### src/hdl/ida_pkg.sv
`timescale 1ns / 1ps
// ----------------------------------------------------------------------------
// ida_pkg
// Shared constants, chain record type and GF(2^8)/GF(2^16) multiply.
// ----------------------------------------------------------------------------
package ida_pkg;

    localparam int MAX_SHARES = 16;
    localparam int MAX_BLOCK  = 16;
    localparam int ROW_W      = $clog2(MAX_SHARES);
    localparam int COL_W      = $clog2(MAX_BLOCK);
    localparam int SYM_W      = 16;
    localparam int CNT_W      = 5;

    localparam logic [1:0] OP_LOAD   = 2'd0;
    localparam logic [1:0] OP_SYMBOL = 2'd1;
    localparam logic [1:0] OP_FLUSH  = 2'd2;

    localparam logic [1:0] REG_FIELD_MODE   = 2'd0;
    localparam logic [1:0] REG_SHARE_COUNT  = 2'd1;
    localparam logic [1:0] REG_BLOCK_LENGTH = 2'd2;

    localparam logic [16:0] POLY16 = 17'h1100B;
    localparam logic [8:0]  POLY8  = 9'h171;

    typedef struct packed {
        logic             valid;
        logic [ROW_W-1:0] row;
        logic             last;
        logic [SYM_W-1:0] acc;
    } chain_t;

    // x^k reduced by the field polynomial, constant arguments only
    function automatic logic [15:0] xpow_mod(input int k, input logic wide);
        logic [16:0] v;
        v = 17'd1;
        for (int i = 0; i < k; i++)
        begin
            v = v << 1;
            if (wide && v[16])
                v = v ^ POLY16;
            if (!wide && v[8])
                v = v ^ {8'h00, POLY8};
        end
        return v[15:0];
    endfunction

    function automatic logic [15:0] gf_mul(input logic [15:0] a, input logic [15:0] b,
                                           input logic wide);
        logic [15:0] am;
        logic [15:0] bm;
        logic [30:0] p;
        logic [15:0] r;
        am = wide ? a : {8'h00, a[7:0]};
        bm = wide ? b : {8'h00, b[7:0]};
        p  = '0;
        for (int i = 0; i < 16; i++)
        begin
            if (bm[i])
                p = p ^ ({15'd0, am} << i);
        end
        if (wide)
        begin
            r = p[15:0];
            for (int k = 16; k < 31; k++)
            begin
                if (p[k])
                    r = r ^ xpow_mod(k, 1'b1);
            end
        end
        else
        begin
            r = {8'h00, p[7:0]};
            for (int k = 8; k < 15; k++)
            begin
                if (p[k])
                    r = r ^ xpow_mod(k, 1'b0);
            end
        end
        return r;
    endfunction

endpackage

### src/hdl/ida_cell.sv
`timescale 1ns / 1ps
// ----------------------------------------------------------------------------
// ida_cell
// One column cell: holds a symbol and its coefficient column, adds its
// product into the partial share passing down the chain.
// ----------------------------------------------------------------------------
module ida_cell (
    input  logic                      clk,
    input  logic                      rst_n,
    input  logic                      adv,
    input  logic                      wide,
    input  logic                      col_on,
    input  logic                      load_we,
    input  logic [ida_pkg::ROW_W-1:0] load_row,
    input  logic [ida_pkg::SYM_W-1:0] load_value,
    input  logic                      sym_we,
    input  logic [ida_pkg::SYM_W-1:0] sym_value,
    input  logic                      sym_clr,
    input  ida_pkg::chain_t           chain_in,
    output ida_pkg::chain_t           chain_out
);
    import ida_pkg::*;

    logic [SYM_W-1:0] coef_reg [MAX_SHARES];
    logic [SYM_W-1:0] sym_reg;
    chain_t           link_reg;
    chain_t           link_next;

    always_ff @(posedge clk)
    begin
        if (load_we)
            coef_reg[load_row] <= load_value;
    end

    always_ff @(posedge clk or negedge rst_n)
    begin
        if (!rst_n)
            sym_reg <= '0;
        else if (sym_clr)
            sym_reg <= '0;
        else if (sym_we)
            sym_reg <= sym_value;
    end

    always_comb
    begin
        link_next = chain_in;
        if (col_on)
            link_next.acc = chain_in.acc ^ gf_mul(coef_reg[chain_in.row], sym_reg, wide);
    end

    always_ff @(posedge clk or negedge rst_n)
    begin
        if (!rst_n)
            link_reg <= '0;
        else if (adv)
            link_reg <= link_next;
    end

    assign chain_out = link_reg;

endmodule

### config.mk
export PLATFORM = sky130hd
export DESIGN_NAME = ida_cell
export DESIGN_NICKNAME = d
export VERILOG_FILES = /design/src/hdl/ida_pkg.sv /design/src/hdl/ida_cell.sv
export SDC_FILE = /design/constraint.sdc
export NUM_CORES = 1
export LEC_CHECK = 0
export BUFFER_PORTS_ARGS = -buffer_cell sky130_fd_sc_hd__buf_2
export CAP_MARGIN = 40
export CORE_MARGIN = 2
export CORE_UTILIZATION = 60
export CTS_CLUSTER_DIAMETER = 60
export CTS_CLUSTER_SIZE = 10
export DETAILED_ROUTE_END_ITERATION = 7
export PLACE_DENSITY = 0.88
export SLEW_MARGIN = 20
export SYNTH_ARGS = -nofsm -noshare
export SYNTH_HDL_FRONTEND = slang
export SYNTH_SLANG_ARGS = --single-unit
export TNS_END_PERCENT = 50
### constraint.sdc
create_clock -name clk -period 4.63 [get_ports clk]
set_input_delay 0.926 -clock clk [delete_from_list [all_inputs] [get_ports clk]]
set_output_delay 0.926 -clock clk [all_outputs]
set_load 0.02 [all_outputs]
; ---- Word level (Yosys, flattened, before mapping)
; Memory sizes are Yosys's and may differ from the RTL's.
; Cells that the tools add are included.
[classes]
bitwise_logic = 164
n_mux = 673
reduce_logical = 1
[ops]
columns = op, count
row1 = $mux 16, 451
row2 = $mux 13, 117
row3 = $mux 31, 31
row4 = $not 4->4, 105
row5 = $xor 16x16->16, 22
row6 = $mux 15, 18
row7 = $mux 14, 15
row8 = $mux 9, 21
row9 = $mux 12, 9
row10 = $not 5->5, 21
row11 = $mux 11, 6
row12 = $xor 31x17->31, 1
row13 = $xor 31x18->31, 1
row14 = $xor 31x19->31, 1
row15 = $xor 31x20->31, 1
row16 = $xor 31x21->31, 1
row17 = $xor 31x22->31, 1
row18 = $xor 31x23->31, 1
row19 = $xor 31x24->31, 1
row20 = $xor 31x25->31, 1
row21 = $xor 31x26->31, 1
row22 = $xor 31x27->31, 1
row23 = $xor 31x28->31, 1
row24 = $xor 31x29->31, 1
row25 = other kinds (6), 9
[totals]
output_inout_bits = 22
elab_cells = 844
input_bits = 66
mem_bits_rw = 256
mem_count = 1
register_bits = 38
[memory_table]
columns = memory, words, width, read_ports, rd_ports_with_merged_regs, write_ports, line
row1 = coef_reg, 16, 16, 1, 0, 1, ida_cell.sv:24  ; logic [SYM_W-1:0] coef_reg [MAX_SHARES];

; ---- Longest topological paths before layout
; An unclocked memory read counts as a cell.
[logic_depth]
ltp_word = 128
mapped_depth = 19
depth_no_buf = 13

; ---- Worst setup path before layout
; No wires, ideal clock.
[synth_timing]
path_type = input-to-reg
from = input chain_in[18] (netlist bit)
to = register link_reg, in the netlist chain_out[3]
arrival_time_ns = 4.477
setup_time_ns = 0.137
setup_slack_ns = 0.016
n_path_buf = 3
path_stages = 16
required_time_ns = 4.493
cell_sequence = buf_6 > and2_1 > buf_2 > a221o_1 > o22a_1 > buf_6 > nor2_2 > xnor3_1 > xor3_2 > xnor3_1 > xnor3_2 > xnor3_1 > xor2_1 > a21oi_1 > xnor2_1 > a21oi_1
[synth_via]
elab_chain_cells = 111
elab_cells_between_ends = 137
cone_classes = mux (98) / bitwise (38) / memory (1)
[synth_rtl]
columns = element, line
row1 = from (decl), ida_cell.sv:19  ; input ida_pkg::chain_t chain_in,
row2 = $mem_v2 16x16 *, --
row3 = $mux 16 *, ida_pkg.sv:54  ; am = wide ? a : {8'h00, a[7:0]};
row4 = $mux 16, ida_pkg.sv:59  ; if (bm[i])
row5 = $mux 31, ida_cell.sv:48  ; if (col_on)
row6 = $xor 31x17->31, ida_pkg.sv:60  ; p = p ^ ({15'd0, am} << i);
row7 = $mux 31, ida_pkg.sv:59
row8 = $mux 31, ida_cell.sv:48
row9 = $xor 31x18->31, ida_pkg.sv:60
row10 = [95 not listed], --
row11 = $mux 16, ida_pkg.sv:62  ; if (wide)
row12 = $mux 16, ida_cell.sv:48
row13 = $xor 16x16->16, ida_pkg.sv:68  ; r = r ^ xpow_mod(k, 1'b1);
row14 = $mux 16, ida_pkg.sv:67  ; if (p[k])
row15 = $mux 16 *, ida_pkg.sv:62
row16 = $mux 16 *, ida_cell.sv:48
row17 = $xor 16x16->16 *, ida_cell.sv:49  ; link_next.acc = chain_in.acc ^ gf_mul(coef_reg[chain_in.row], sym_reg, wide);
row18 = $mux 16 *, ida_cell.sv:48
row19 = to (signal assigned), ida_cell.sv:57  ; link_reg <= link_next;
row20 = to (decl), ida_cell.sv:26  ; chain_t link_reg;
; Every way passes the cells marked *; elsewhere a longest branch is shown, timed or not. The select of a mux whose other input is x is not followed.
; A chain may end at the register's enable or synchronous reset.

; ---- Worst setup path after layout
[layout_timing]
from = input chain_in[17] (netlist bit)
to = register link_reg, in the netlist chain_out[5]
; The elaborated chain is that of the path after synthesis.

==> results.yml <==
outcome:
  status: "finished clean"
sta:
  finalWorstPathRequiredPeriod_ps: 4420
  fmax_mhz: 226
  worst_case_clock_skew_ps: 26.8
  report.final.hold_viol_count: 0
  slew_viol_final: 0
  rsz0062_at_grt: "no"
  tightest_slew_ps: 769
  final_min_period_over_clock_period: 0.954
  max_slew_margin: 0.486
  setup_viol_count_final: 0
cts:
  worst_skew_pair.late_latency_ps: 530
  cts-buffers-inserted: 37
  clk_root_buffer_cell: "sky130_fd_sc_hd__clkbuf_16"
  clock_tree.htree_level_count: 2
  tritoncts: "yes"
  post_cts_resized: 0
  cts.hold.buffers_added: 0
  clock_sinks: 294
  path_clk_slew_ps: 60
  clockBufferDepth: 3
  cts_setup_buffers: 0
die:
  placeableCoreArea_um2: 27700
  number_of_placement_rows: 61
  boundaryPins: 88
  floorplan.initialDensity: 0.608
  fp.dieArea_um2: 29400
  die_x_um: 172
  die_y_um: 172
synth:
  async_flop_share: 0.129
  number_of_enable_type_register_cells_in_the_synthesized_netlist: 256
  share_of_the_yosys_chip_area_belonging_to_registers: 0.513
  mappedNetlistArea_um2: 16800
  synth.lib_cells_used.distinct: 62
  postSynth.topFlopCell: "sky130_fd_sc_hd__edfxtp_1"
  synthesis.nets: 1348
  yosys_register_bits: 294
  syn_inst: 1282
  yosysWarningCount: 0
  synth.avg_cell_area_um2: 13.1
worst_setup_path:
  cp_slowest_stage_delay_ps: 470
  startpoint_type: "input pin"
  worst_ep_arrival_time_ps: 4800
  timing.critical_path.fanout_max: 9
  setup.worst_path.end_class: "flip-flop"
  setup.worst_path.class: "input pin to flip-flop"
  category_of_cells_accounting_for_the_largest_share_of_critical_path_delay: "XOR/XNOR gates"
  critical-path-top-cell-by-count: "sky130_fd_sc_hd__xnor3_1"
  crit_path_top_delay_cell: "sky130_fd_sc_hd__xnor3_2"
  critical_path_buf_inv_count: 3
  timing.critical_path.cells: "buf_2, buf_4, mux2i_1, a221oi_2, o21ai_2, buf_4, a21oi_1, xnor2_1, xnor3_1, xnor3_2, xnor3_1, xnor3_1, o21ai_1, a21oi_2, xnor2_1, a21oi_1"
  worstPathRequired_ps: 5010
global_route:
  grt_start_max_net_pins: 38
  first_global_vias: 11900
  globalRouteOverflowTotal: 0
  global_route.usage.total: 0.333
  grt_antenna_before_repair: 0
  grt_pass1_wl_um: 71200
placed_design:
  placedInstanceArea_um2: 18900
  dp.cells: 1856
  hpwl_after_detailed_placement_um: 32800
  place_congestion: 0.967
  placement.io_buffers: 87
pwr:
  irDropWorstVdd_v: 0.000473
  power_leakage_nw: 7.73
  pwr_density_cell_nw_per_um2: 413
routing:
  routed_wire_length_um: 48400
  drt_first_pass_iters: 6
  detail_route.drc_violations: 0
  routed_len_inst_um: 25.3
  final_ant_viol_nets: 0
  vias_per_cell: 6.20
  drt_first_iter_violations: 1529
  vias: 11800
finish:
  finalNonFillerCells: 1910
  num_antenna_cells: 0
  flow.area_growth_from_synthesis_pct: 18.1
  nets: 1583
  postLayoutCellArea_um2: 19900
  share_of_final_layout_standard_cells_stronger_than_drive_strength_1: 0.268
  flip_flop_count_of_the_largest_register_after_layout: 256
min_path:
  hp-class: "input pin to asynchronous set/reset pin"
run:
  cap_violations: 0
==> logic make-up after synthesis <==
kind of cell              count (synthesis)  synth area share
AOI/OAI and AO/OA                       201            0.0772
xor gates and xnor gates                277             0.198
buffers and inverters                    86            0.0333
DFF                                     294             0.513
muxes                                   138             0.104
and+or+nand+nor                         286            0.0746
==> per-stage QoR <==
stage / hold WS (ps) / power [mW] / setup WS [ps] / setup TNS [ps] / util
floorplan: 525 / 4.84 / 15.8 / 0 / -
global placement: 484 / 5.59 / -161 / -871 / 0.680
detailed placement: 494 / 5.66 / -243 / -1450 / 0.680
CTS: 245 / 8.22 / 272 / 0 / 0.718
global route: 253 / 8.50 / 23.0 / 0 / 0.718
finish: 245 / 8.21 / 213 / 0 / 0.718
==> layout make-up <==
class	count	area, um^2
clock inverter	6	72.6
inverter	5	18.8
tap	378	473
clock buffer	48	977
multi-input combinational	902	7710
sequential	294	8640
fill	1766	7800
timing repair buffer	277	2010
==> cells in the final DEF, fill, tap and decap left out, types with 6 or more instances in the layout <==
master,netlist,layout
sky130_fd_sc_hd__buf_2,19,86
sky130_fd_sc_hd__clkbuf_16,0,37
sky130_fd_sc_hd__edfxtp_1,256,256
sky130_fd_sc_hd__xnor2_1,151,151
sky130_fd_sc_hd__clkbuf_1,36,10
sky130_fd_sc_hd__nor2_1,92,80
sky130_fd_sc_hd__a22oi_1,27,27
sky130_fd_sc_hd__o21ai_0,8,8
sky130_fd_sc_hd__xnor3_1,49,49
sky130_fd_sc_hd__nand2b_1,6,6
sky130_fd_sc_hd__buf_4,2,179
sky130_fd_sc_hd__xor2_1,59,59
sky130_fd_sc_hd__buf_12,7,12
sky130_fd_sc_hd__mux2i_1,100,99
sky130_fd_sc_hd__dfrtp_1,38,38
sky130_fd_sc_hd__nor2b_1,21,21
sky130_fd_sc_hd__nand2_1,113,113
sky130_fd_sc_hd__o21ai_1,6,6
sky130_fd_sc_hd__and2_1,12,12
sky130_fd_sc_hd__mux2_2,8,8
sky130_fd_sc_hd__mux4_2,28,28
sky130_fd_sc_hd__nand3_1,23,23
sky130_fd_sc_hd__a21boi_0,28,28
sky130_fd_sc_hd__nor2_2,2,13
sky130_fd_sc_hd__a21oi_1,97,97
==> synth_stat cells (all sizes together) (3+ instances only) <==
cell type / number / share of area
buf: 45 / 0.024
xor2: 63 / 0.035
xnor2: 157 / 0.087
edfxtp: 256 / 0.46
a211oi: 4 / 0.0018
nor3: 4 / 0.0012
inv: 5 / 0.0011
mux2i: 102 / 0.061
mux4: 28 / 0.037
nand2b: 6 / 0.0022
a221o: 3 / 0.0018
a221oi: 3 / 0.0027
mux2: 8 / 0.0053
dfrtp: 38 / 0.056
o21ai: 16 / 0.0052
nor2b: 22 / 0.0083
clkbuf: 36 / 0.0080
xnor3: 53 / 0.071
a21boi: 32 / 0.014
a21oi: 101 / 0.031
and2: 13 / 0.0048
nand3b: 5 / 0.0022
nor2: 94 / 0.021
xor3: 4 / 0.0058
a22oi: 28 / 0.013
nand2: 114 / 0.026
nand3: 24 / 0.0074
==> layer usage <==
layer	GRT usage	wire length (um)	up-vias
met2	0.559	23800	791
met5	0	0	-
met3	0.0769	4890	206
met1	0.406	17000	5759
met4	0.167	2640	0
li1	-	-	5086
==> worst reg2reg max path, stage by stage, from the launching register on <==
cell,delay (ps)
sky130_fd_sc_hd__edfxtp_1,400
sky130_fd_sc_hd__mux4_2,460
sky130_fd_sc_hd__o2bb2ai_1,260
sky130_fd_sc_hd__o22a_1,260
sky130_fd_sc_hd__buf_4,280
sky130_fd_sc_hd__nor2_1,100
sky130_fd_sc_hd__xnor2_1,270
sky130_fd_sc_hd__xnor2_2,170
sky130_fd_sc_hd__xor3_2,390
sky130_fd_sc_hd__xnor3_1,420
sky130_fd_sc_hd__xor3_1,280
sky130_fd_sc_hd__xor3_1,250
sky130_fd_sc_hd__a21oi_2,170
sky130_fd_sc_hd__xnor2_1,130
sky130_fd_sc_hd__a21oi_1,80
==> where the power goes <==
group	internal, mW	switching, mW
Clock	1.53	1.04
Sequential	3.00	0.0734
Combinational	1.33	1.24
Total	5.86	2.35
==> final timing paths <==
path | startpoint | end | slack (ps) | depth (start not counted)
min reg2reg | chain_out[17]$_DFFE_PN0P_ | chain_out[17]$_DFFE_PN0P_ | 500 | 1
max | chain_in[17] | chain_out[5]$_DFFE_PN0P_ | 210 | 16
max reg2reg | coef_reg[0][15]$_DFFE_PP_ | chain_out[4]$_DFFE_PN0P_ | 570 | 14
min in group clk | chain_out[17]$_DFFE_PN0P_ | chain_out[17]$_DFFE_PN0P_ | 500 | 1
max in group asynchronous | rst_n | chain_out[17]$_DFFE_PN0P_ | 3930 | 2
min | rst_n | sym_reg[14]$_DFFE_PN0P_ | 250 | 1
Note: power is estimated with default switching activity, not from simulation.
